==> src/sv/sha1md_pkg.sv <==
// Shared types, constants and state encodings of the SHA-1 message digest block.
package sha1md_pkg;

  typedef logic [31:0] word_t;

  localparam int unsigned BlockWords = 16;
  localparam int unsigned ChainWords = 5;
  localparam int unsigned CountW     = 61;
  localparam int unsigned RoundW     = 7;

  localparam logic [RoundW-1:0] LastRound   = 7'd79;
  localparam logic [RoundW-1:0] PhaseTwo    = 7'd20;
  localparam logic [RoundW-1:0] PhaseThree  = 7'd40;
  localparam logic [RoundW-1:0] PhaseFour   = 7'd60;

  // Initial chaining words; index 0 is the first digest word.
  localparam word_t [ChainWords-1:0] InitChain = {
    32'hC3D2E1F0, 32'h10325476, 32'h98BADCFE, 32'hEFCDAB89, 32'h67452301
  };

  localparam word_t RoundK0 = 32'h5A827999;
  localparam word_t RoundK1 = 32'h6ED9EBA1;
  localparam word_t RoundK2 = 32'h8F1BBCDC;
  localparam word_t RoundK3 = 32'hCA62C1D6;

  localparam logic [7:0] PadByte = 8'h80;

  // One 512-bit block on its way from the packer to the round engine.
  typedef struct packed {
    logic                     last;
    word_t [BlockWords-1:0]   words;
  } blk_t;

  typedef enum logic [1:0] {
    FE_RUN,
    FE_PAD,
    FE_LEN
  } fe_state_e;

  typedef enum logic [1:0] {
    CO_IDLE,
    CO_ROUND,
    CO_ADD
  } co_state_e;

endpackage

==> src/sv/sha1md_front.sv <==
// Byte packer and padding generator of the SHA-1 block: builds 512-bit blocks.
module sha1md_front import sha1md_pkg::*; (
  input  logic       clk_i,
  input  logic       rst_ni,
  input  logic       push,
  output logic       full,
  input  logic [7:0] data_byte_i,
  input  logic       has_byte_i,
  input  logic       end_of_message_i,
  output blk_t       blk_o,
  output logic       blk_push_o,
  input  logic       blk_full_i
);

  fe_state_e               state_q, state_d;
  logic [CountW-1:0]       count_q, count_d;
  word_t [BlockWords-1:0]  buf_q, buf_d;

  logic [5:0]              pos;
  logic [3:0]              wi;
  logic [1:0]              bsel;
  logic [4:0]              shift;
  logic [CountW-1:0]       count_inc;
  word_t [BlockWords-1:0]  buf_wr;
  word_t [BlockWords-1:0]  pad_words;
  word_t                   keep_mask;
  logic [63:0]             len_bits;
  logic                    pad_fits;
  logic                    accept;

  assign pos       = count_q[5:0];
  assign wi        = pos[5:2];
  assign bsel      = pos[1:0];
  assign shift     = {~bsel, 3'b000};
  assign count_inc = count_q + CountW'(1);
  assign len_bits  = {count_q, 3'b000};
  assign pad_fits  = (pos[5:3] != 3'b111);
  assign keep_mask = ~(32'hFFFF_FFFF >> {bsel, 3'b000});
  assign full      = (state_q != FE_RUN) || blk_full_i;
  assign accept    = push && !full;

  // The first byte of a word overwrites it, later bytes are merged in.
  always_comb begin
    buf_wr = buf_q;
    if (bsel == 2'd0) begin
      buf_wr[wi] = {data_byte_i, 24'h0};
    end else begin
      buf_wr[wi] = buf_q[wi] | (word_t'(data_byte_i) << shift);
    end
  end

  // Closing block: bytes so far, the pad marker, then zeros.
  always_comb begin
    for (int i = 0; i < BlockWords; i++) begin
      if (4'(i) < wi) begin
        pad_words[i] = buf_q[i];
      end else if (4'(i) == wi) begin
        pad_words[i] = (buf_q[i] & keep_mask) | (word_t'(PadByte) << shift);
      end else begin
        pad_words[i] = '0;
      end
    end
  end

  always_comb begin
    state_d     = state_q;
    count_d     = count_q;
    buf_d       = buf_q;
    blk_push_o  = 1'b0;
    blk_o.last  = 1'b0;
    blk_o.words = buf_wr;
    unique case (state_q)
      FE_RUN: begin
        if (accept) begin
          if (has_byte_i) begin
            buf_d   = buf_wr;
            count_d = count_inc;
            if (count_inc[5:0] == 6'd0) begin
              blk_push_o = 1'b1;
            end
          end
          if (end_of_message_i) begin
            state_d = FE_PAD;
          end
        end
      end
      FE_PAD: begin
        blk_o.words = pad_words;
        if (!blk_full_i) begin
          blk_push_o = 1'b1;
          if (pad_fits) begin
            blk_o.words[14] = len_bits[63:32];
            blk_o.words[15] = len_bits[31:0];
            blk_o.last      = 1'b1;
            count_d         = '0;
            state_d         = FE_RUN;
          end else begin
            state_d = FE_LEN;
          end
        end
      end
      FE_LEN: begin
        blk_o.words     = '0;
        blk_o.words[14] = len_bits[63:32];
        blk_o.words[15] = len_bits[31:0];
        blk_o.last      = 1'b1;
        if (!blk_full_i) begin
          blk_push_o = 1'b1;
          count_d    = '0;
          state_d    = FE_RUN;
        end
      end
      default: begin
        state_d = FE_RUN;
      end
    endcase
  end

  always_ff @(posedge clk_i or negedge rst_ni) begin
    if (!rst_ni) begin
      state_q <= FE_RUN;
      count_q <= '0;
    end else begin
      state_q <= state_d;
      count_q <= count_d;
    end
  end

  always_ff @(posedge clk_i) begin
    buf_q <= buf_d;
  end

endmodule

==> src/sv/sha1md_blkq.sv <==
// Short block queue that decouples the byte packer from the round engine.
module sha1md_blkq import sha1md_pkg::*; #(
  parameter int unsigned Depth = 2
) (
  input  logic clk_i,
  input  logic rst_ni,
  input  logic push_i,
  input  blk_t data_i,
  output logic full_o,
  input  logic pop_i,
  output blk_t data_o,
  output logic empty_o
);

  localparam int unsigned PtrW = (Depth > 1) ? $clog2(Depth) : 1;
  localparam int unsigned CntW = $clog2(Depth + 1);
  localparam logic [PtrW-1:0] LastPtr = PtrW'(Depth - 1);
  localparam logic [CntW-1:0] FullCnt = CntW'(Depth);

  blk_t            mem_q [Depth];
  logic [PtrW-1:0] wr_ptr_q, rd_ptr_q;
  logic [CntW-1:0] cnt_q;
  logic            do_push, do_pop;

  assign full_o  = (cnt_q == FullCnt);
  assign empty_o = (cnt_q == '0);
  assign do_push = push_i && !full_o;
  assign do_pop  = pop_i && !empty_o;
  assign data_o  = mem_q[rd_ptr_q];

  always_ff @(posedge clk_i or negedge rst_ni) begin
    if (!rst_ni) begin
      wr_ptr_q <= '0;
      rd_ptr_q <= '0;
      cnt_q    <= '0;
    end else begin
      if (do_push) begin
        wr_ptr_q <= (wr_ptr_q == LastPtr) ? '0 : wr_ptr_q + PtrW'(1);
      end
      if (do_pop) begin
        rd_ptr_q <= (rd_ptr_q == LastPtr) ? '0 : rd_ptr_q + PtrW'(1);
      end
      if (do_push && !do_pop) begin
        cnt_q <= cnt_q + CntW'(1);
      end else if (do_pop && !do_push) begin
        cnt_q <= cnt_q - CntW'(1);
      end
    end
  end

  always_ff @(posedge clk_i) begin
    if (do_push) begin
      mem_q[wr_ptr_q] <= data_i;
    end
  end

endmodule

==> src/sv/sha1md_core.sv <==
// SHA-1 round engine: 80 rounds per block, chaining update and digest holding register.
module sha1md_core import sha1md_pkg::*; (
  input  logic                    clk_i,
  input  logic                    rst_ni,
  input  blk_t                    blk_i,
  input  logic                    blk_empty_i,
  output logic                    blk_pop_o,
  output word_t [ChainWords-1:0]  digest_o,
  output logic                    empty,
  input  logic                    pop
);

  co_state_e               state_q, state_d;
  logic [RoundW-1:0]       rnd_q, rnd_d;
  word_t [ChainWords-1:0]  work_q, work_d;
  word_t [BlockWords-1:0]  w_q, w_d;
  word_t [ChainWords-1:0]  chain_q, chain_d;
  word_t [ChainWords-1:0]  out_q, out_d;
  logic                    last_q, last_d;
  logic                    out_valid_q, out_valid_d;

  word_t                   wa, wb, wc, wd, we;
  word_t                   wt, wx, f, k, t;
  word_t [ChainWords-1:0]  sum;
  logic                    out_free;

  assign wa = work_q[0];
  assign wb = work_q[1];
  assign wc = work_q[2];
  assign wd = work_q[3];
  assign we = work_q[4];

  // 16-word message schedule shift line; w_q[0] is the current word in the early rounds.
  assign wx = w_q[13] ^ w_q[8] ^ w_q[2] ^ w_q[0];
  assign wt = (rnd_q[6:4] == 3'd0) ? w_q[0] : {wx[30:0], wx[31]};

  always_comb begin
    if (rnd_q < PhaseTwo) begin
      f = (wb & wc) | (~wb & wd);
      k = RoundK0;
    end else if (rnd_q < PhaseThree) begin
      f = wb ^ wc ^ wd;
      k = RoundK1;
    end else if (rnd_q < PhaseFour) begin
      f = (wb & wc) | (wb & wd) | (wc & wd);
      k = RoundK2;
    end else begin
      f = wb ^ wc ^ wd;
      k = RoundK3;
    end
  end

  assign t = {wa[26:0], wa[31:27]} + f + we + k + wt;

  always_comb begin
    for (int i = 0; i < ChainWords; i++) begin
      sum[i] = chain_q[i] + work_q[i];
    end
  end

  assign out_free = !out_valid_q || pop;
  assign empty    = !out_valid_q;
  assign digest_o = out_q;

  always_comb begin
    state_d     = state_q;
    rnd_d       = rnd_q;
    work_d      = work_q;
    w_d         = w_q;
    chain_d     = chain_q;
    out_d       = out_q;
    last_d      = last_q;
    out_valid_d = out_valid_q && !pop;
    blk_pop_o   = 1'b0;
    unique case (state_q)
      CO_IDLE: begin
        if (!blk_empty_i) begin
          blk_pop_o = 1'b1;
          work_d    = chain_q;
          w_d       = blk_i.words;
          last_d    = blk_i.last;
          rnd_d     = '0;
          state_d   = CO_ROUND;
        end
      end
      CO_ROUND: begin
        work_d[0] = t;
        work_d[1] = wa;
        work_d[2] = {wb[1:0], wb[31:2]};
        work_d[3] = wc;
        work_d[4] = wd;
        for (int i = 0; i < BlockWords - 1; i++) begin
          w_d[i] = w_q[i+1];
        end
        w_d[BlockWords-1] = wt;
        rnd_d = rnd_q + RoundW'(1);
        if (rnd_q == LastRound) begin
          state_d = CO_ADD;
        end
      end
      CO_ADD: begin
        if (!last_q) begin
          chain_d = sum;
          state_d = CO_IDLE;
        end else if (out_free) begin
          out_d       = sum;
          out_valid_d = 1'b1;
          chain_d     = InitChain;
          state_d     = CO_IDLE;
        end
      end
      default: begin
        state_d = CO_IDLE;
      end
    endcase
  end

  always_ff @(posedge clk_i or negedge rst_ni) begin
    if (!rst_ni) begin
      state_q     <= CO_IDLE;
      rnd_q       <= '0;
      chain_q     <= InitChain;
      last_q      <= 1'b0;
      out_valid_q <= 1'b0;
    end else begin
      state_q     <= state_d;
      rnd_q       <= rnd_d;
      chain_q     <= chain_d;
      last_q      <= last_d;
      out_valid_q <= out_valid_d;
    end
  end

  always_ff @(posedge clk_i) begin
    work_q <= work_d;
    w_q    <= w_d;
    out_q  <= out_d;
  end

endmodule

==> src/sv/sha1_message_digest.sv <==
// Top level of the SHA-1 message digest block: packer, block queue and round engine.
//
// The block hashes a byte stream with SHA-1 and returns one 160-bit digest per
// message. Each input beat may carry one message byte (has_byte_i) and may close
// the message (end_of_message_i); a beat with neither flag does nothing, and a
// closing beat without a byte ends the message before it. The packer takes one
// beat per cycle while full is low and hands each full 64-byte block to a short
// block queue; the round engine takes blocks from that queue and works through
// each as a load, 80 rounds at one round per cycle and a chaining add. Its single
// round adder therefore sets the sustained rate for long messages, with full held
// high while the queue is full. After the closing beat, full stays high while the
// packer queues one or two padding blocks. The digest appears once the round
// engine has hashed the last padding block; blocks still queued ahead of the
// padding delay it, and so does a full holding register. The digest sits in a
// holding register until popped; the packer keeps accepting the next message
// meanwhile, and only the final chaining add of a later message waits for that
// register to be free. The byte count wraps modulo 2^61 as in the standard length
// field. BlkQueueDepth sets how many finished blocks may wait between the packer
// and the round engine.
module sha1_message_digest import sha1md_pkg::*; #(
  parameter int unsigned BlkQueueDepth = 2
) (
  input  logic        clk_i,
  input  logic        rst_ni,
  input  logic        push,
  output logic        full,
  input  logic [7:0]  data_byte_i,
  input  logic        has_byte_i,
  input  logic        end_of_message_i,
  output logic        empty,
  input  logic        pop,
  output logic [31:0] digest_word0_o,
  output logic [31:0] digest_word1_o,
  output logic [31:0] digest_word2_o,
  output logic [31:0] digest_word3_o,
  output logic [31:0] digest_word4_o
);

  blk_t                    fe_blk;
  logic                    blk_push;
  logic                    blk_full;
  blk_t                    q_blk;
  logic                    blk_pop;
  logic                    blk_empty;
  word_t [ChainWords-1:0]  digest;

  sha1md_front u_front (
    .clk_i            (clk_i),
    .rst_ni           (rst_ni),
    .push             (push),
    .full             (full),
    .data_byte_i      (data_byte_i),
    .has_byte_i       (has_byte_i),
    .end_of_message_i (end_of_message_i),
    .blk_o            (fe_blk),
    .blk_push_o       (blk_push),
    .blk_full_i       (blk_full)
  );

  sha1md_blkq #(
    .Depth (BlkQueueDepth)
  ) u_blkq (
    .clk_i   (clk_i),
    .rst_ni  (rst_ni),
    .push_i  (blk_push),
    .data_i  (fe_blk),
    .full_o  (blk_full),
    .pop_i   (blk_pop),
    .data_o  (q_blk),
    .empty_o (blk_empty)
  );

  sha1md_core u_core (
    .clk_i       (clk_i),
    .rst_ni      (rst_ni),
    .blk_i       (q_blk),
    .blk_empty_i (blk_empty),
    .blk_pop_o   (blk_pop),
    .digest_o    (digest),
    .empty       (empty),
    .pop         (pop)
  );

  assign digest_word0_o = digest[0];
  assign digest_word1_o = digest[1];
  assign digest_word2_o = digest[2];
  assign digest_word3_o = digest[3];
  assign digest_word4_o = digest[4];

  // The packer only hands over a block when the queue has room for it.
  assert property (@(posedge clk_i) disable iff (!rst_ni) blk_push |-> !blk_full)
    else $error("block pushed into a full block queue");

  // The round engine only takes a block that is actually waiting.
  assert property (@(posedge clk_i) disable iff (!rst_ni) blk_pop |-> !blk_empty)
    else $error("block popped from an empty block queue");

  // A closing beat always leads into padding, so the input side must back off.
  assert property (@(posedge clk_i) disable iff (!rst_ni)
    (push && !full && end_of_message_i) |=> full)
    else $error("input accepted during padding of a closed message");

endmodule
==> config.mk <==
export PLATFORM = sky130hd
export DESIGN_NAME = sha1_message_digest
export DESIGN_NICKNAME = d
export VERILOG_FILES = /design/src/sv/sha1md_pkg.sv /design/src/sv/sha1md_front.sv /design/src/sv/sha1md_blkq.sv /design/src/sv/sha1md_core.sv /design/src/sv/sha1_message_digest.sv
export SDC_FILE = /design/constraint.sdc
export NUM_CORES = 2
export LEC_CHECK = 0
export BUFFER_PORTS_ARGS = -buffer_cell sky130_fd_sc_hd__buf_2
export CORE_MARGIN = 3
export CORE_UTILIZATION = 29
export DETAILED_ROUTE_END_ITERATION = 7
export PLACE_DENSITY_LB_ADDON = 0.2
export SLEW_MARGIN = 30
export SYNTH_ARGS = -nofsm -noshare
export SYNTH_HDL_FRONTEND = slang
export SYNTH_SLANG_ARGS = --single-unit
==> constraint.sdc <==
create_clock -name clk_i -period 97.4 [get_ports clk_i]
set_clock_uncertainty 0.1 [all_clocks]
set_input_delay 4.87 -clock clk_i [delete_from_list [all_inputs] [get_ports clk_i]]
set_output_delay 4.87 -clock clk_i [all_outputs]
set_load 0.05 [all_outputs]
==> out/results.ini <==
[min_path]
min_from = u_core.w_q[49]
hold_path_cell_cnt = 2
worst_hold_path_type = reg2reg

[sta]
transition_time_at_the_pin_with_the_least_slew_margin_ns = 1.12
timing.final.hold_violations = 0
setup_tns_ns = 0
period_minus_slack_ns = 8.29
max-slew-margin-rel_pct = 25.2
fin_crit_sh_pct = 8.51
max_clock_freq_ghz = 0.121
worst_slack_ns = 89.11
rsz_0062_raised_after_global_routing = no
final_max_slew_viol_count = 0
setup-violations-final = 0

[die]
core_region_area_sq_um = 421000
number_of_rows_in_the_core_area = 238
die_w_um = 658
start_util_pct = 29.2
die_height_um = 658
fp.dieArea_sq_um = 432000
io-pin-count = 176

[layout]
design_area_sq_um = 141000
nets = 10100
syn2layout_area_growth_pct = 14.3
post_route_cells_drive_above_1_share_pct = 11.7
stdcell_count = 15600

[setup_path]
worst-path-max-fanout = 79
cpLargestDelayFamily = buffers and inverters
endpoint_kind = flip-flop
cp.required_ns = 97.76
critical_path_cell_count = 11
critPathKind = in2reg
crit_path_max_incr_delay_ns = 0.79
crit_path_start_kind = input port
reg2reg_depth = 24
critPathSlowestCell = buf_4
worst-r2r-setup-slack_ns = 89.69
setup.worst_path.start = push
timing.critical_path.arrival_ns = 8.64
crit_path_cell_trace = buf_2 -> nand2_1 -> nor2_4 -> nand2_1 -> nor3_1 -> o21ai_0 -> nor2_4 -> buf_4 -> buf_12 -> buf_16 -> buf_4
cp_num_buf_inv = 5
worstReg2RegStart = u_core.rnd_q[5]

[power]
p_per_area_nw_per_um2 = 24.5
peakVddDrop_mv = 0.0442
power.leakage_nw = 55.9

[cts]
count_of_buffers_added_by_post_cts_timing_repair_for_setup = 0
ctsResizeCount = 0
h-tree-depth = 5
cts_buffers = 302
clock_path_buffers = 4
ctsRootBufferMaster = clkbuf_16
clock_sinks = 2608
cts.clk_slew.worst_paths_ns = 0.06
cts_hold_repair.buffers = 0
clock_latency_ns = 0.94
tritoncts = done

[detailed_routing]
average_via_count_per_standard_cell = 5.15
detailedRoute.firstIterationViolations = 7170
route.detailed.wl_per_inst_um = 25.5
routed_wirelength_um = 398000
drt_drc_violations_left = 0
via_count = 80400
first_pass_iters = 5
drtAntennaViolNets = 0

[synthesis]
yosysWarnings = 0
synth-seq-cells = 2608
average_cell_area_after_synthesis_sq_um = 12.8
fraction_of_registers_with_async_set_or_reset_after_synthesis_pct = 9.13
synth.net_count = 10000
synth.yosys.seq_area_share_pct = 62.7
commonest_register_cell_after_synthesis = edfxtp_1
synthesis.area_sq_um = 123000
synth_cells = 9634
synth_enable_flop_cells = 2370
synth_cell_types = 96

[run]
max_cap_viol_count = 0

[placement]
port_buffers = 175
pre_cts_ws_ns = 88.21
gp_congestion = 0.851
placement.cell_area_sq_um = 131000
dp_wirelength_um = 257000
numPlacedInstances = 15000

[grt]
grt-ovfl-total = 0
grt_start_max_net_pins = 243
antenna_found_initial = 17
grt_use_total_pct = 17.7
first_global_vias = 79100
grt_first_pass_wirelength_um = 572000

[outcome]
outcome = finished clean

[worst paths after layout]
check                                       end
min reg2reg                      u_core.w_q[17]
max in group asynchronous    u_core.chain_q[19]
max                        u_blkq.mem_q[0][306]
min in group asynchronous   u_core.chain_q[137]
min                              u_core.w_q[17]
max reg2reg                       u_core.wa[30]
[logic make-up (layout without fill, tap and decap cells)]
kind of cell | after synthesis | in the layout | synth area share (%)
other | 0 | 8 | 0
DFF | 2608 | 2608 | 62.7
adders and majority gates | 354 | 354 | 4.35
xor gates and xnor gates | 309 | 309 | 2.20
buffers and inverters | 790 | 1120 | 2.52
and+or+nand+nor | 2377 | 2377 | 8.00
muxes | 672 | 672 | 7.09
AOI/OAI and AO/OA | 2524 | 2524 | 13.1
[registers in the layout, summed over array words and instances, names as in the netlist, 2 cells and up]
register         count
u_blkq.mem_q      1026
u_front.state_q      2
u_front.buf_q      512
u_core.wa           32
u_core.we           32
u_blkq.cnt_q         2
u_core.rnd_q         7
u_core.w_q         512
u_core.state_q       2
u_core.wd           32
u_core.chain_q     160
u_core.wb           32
u_front.count_q     61
u_core.digest_o    160
u_core.wc           32
[cell usage in the layout (no fill, tap or decap), drive strengths merged, types with 11 or more instances in the layout]
| master | synthesis | layout |
|---|---|---|
| xnor2 | 225 | 225 |
| clkinvlp | 0 | 18 |
| o21a | 22 | 22 |
| nand2b | 15 | 15 |
| edfxtp | 2370 | 2370 |
| nor2b | 73 | 73 |
| o22a | 71 | 71 |
| o32ai | 16 | 16 |
| and3 | 40 | 40 |
| o211ai | 12 | 12 |
| a31oi | 20 | 20 |
| nand2 | 1671 | 1671 |
| ha | 230 | 230 |
| mux4 | 160 | 160 |
| a211oi | 35 | 35 |
| bufinv | 0 | 24 |
| nand3 | 58 | 58 |
| o31ai | 11 | 11 |
| a22o | 477 | 477 |
| clkinv | 2 | 111 |
| o21ai | 1251 | 1251 |
| nor3 | 55 | 55 |
| a21oi | 281 | 281 |
| and2 | 23 | 23 |
| clkbuf | 491 | 385 |
| inv | 213 | 231 |
| dfstp | 80 | 80 |
| xor2 | 84 | 84 |
| o32a | 11 | 11 |
| fa | 124 | 124 |
| dfrtp | 158 | 158 |
| a22oi | 57 | 57 |
| a21o | 106 | 106 |
| a221o | 31 | 31 |
| nand4 | 31 | 31 |
| o21bai | 26 | 26 |
| nor2 | 336 | 336 |
| buf | 84 | 351 |
| mux2i | 512 | 512 |
| or3 | 37 | 37 |
[layout make-up]
type / count / area, sq um
well taps: 5640 / 7060
fillers: 41400 / 281000
repair buffers: 352 / 2640
diodes: 8 / 20.0
multi-input cells: 6236 / 43200
inverters: 215 / 823
clock inverters: 169 / 1640
flip-flops and latches: 2608 / 77200
clock buffers: 384 / 8070
[per-stage QoR]
step                util [%]  total power, mW  hold slack [ns]
floorplan                  -             2.05            0.360
global placement        30.9             2.32            0.400
detailed placement      31.0             2.33            0.407
CTS                     33.3             3.48            0.371
global route            33.4             3.64            0.404
finish                  33.4             3.45            0.366
[per-layer routing]
metal  up-vias  GRT usage [%]  share of wire (%)
met5         -              0                  0
met4         0           5.17                3.0
met3       532           2.73                5.6
met2      2568           28.9                 47
met1     41000           24.4                 45
li1      36300              -                  -
[cells in the mapped netlist, drive strengths merged (58+ instances only)]
master | number | area, sq um
a21o | 106 | 796
o22a | 71 | 622
clkbuf | 491 | 1840
fa | 124 | 2480
nor2 | 336 | 1280
nand3 | 58 | 308
a21oi | 281 | 1410
mux2i | 512 | 5120
xnor2 | 225 | 1970
inv | 213 | 800
buf | 84 | 449
xor2 | 84 | 736
a22o | 477 | 4180
mux4 | 160 | 3600
nor2b | 73 | 457
edfxtp | 2370 | 71200
dfrtp | 158 | 3950
ha | 230 | 2880
nand2 | 1671 | 6280
o21ai | 1251 | 6290
dfstp | 80 | 2100
[power by group]
part	internal, mW	leakage, nW	switching (mW)
clock network	0.654	4.72	0.479
logic	0.377	25.8	0.546
registers	1.31	25.4	0.0842
total	2.34	55.9	1.11
[worst register-to-register path, cell delays in order (launching register included)]
cell and delay (ns):
dfrtp_1 0.46, nand4_1 0.20, nor2b_1 0.46, nand2_1 0.09
buf_4 0.30, nand2_1 0.21, buf_4 0.37, o21ai_0 0.28
fa_1 0.61, inv_1 0.07, fa_1 0.48, inv_1 0.05
fa_1 0.47, inv_1 0.05, ha_1 0.32, and3_1 0.20
a221oi_1 0.58, a211oi_1 0.21, o21ai_2 0.25, o31ai_1 0.24
a221oi_2 0.49, o21ai_0 0.22, o41ai_1 0.42, mux2i_1 0.25
nand3_1 0.08
Power figures use the tool's default switching activity.
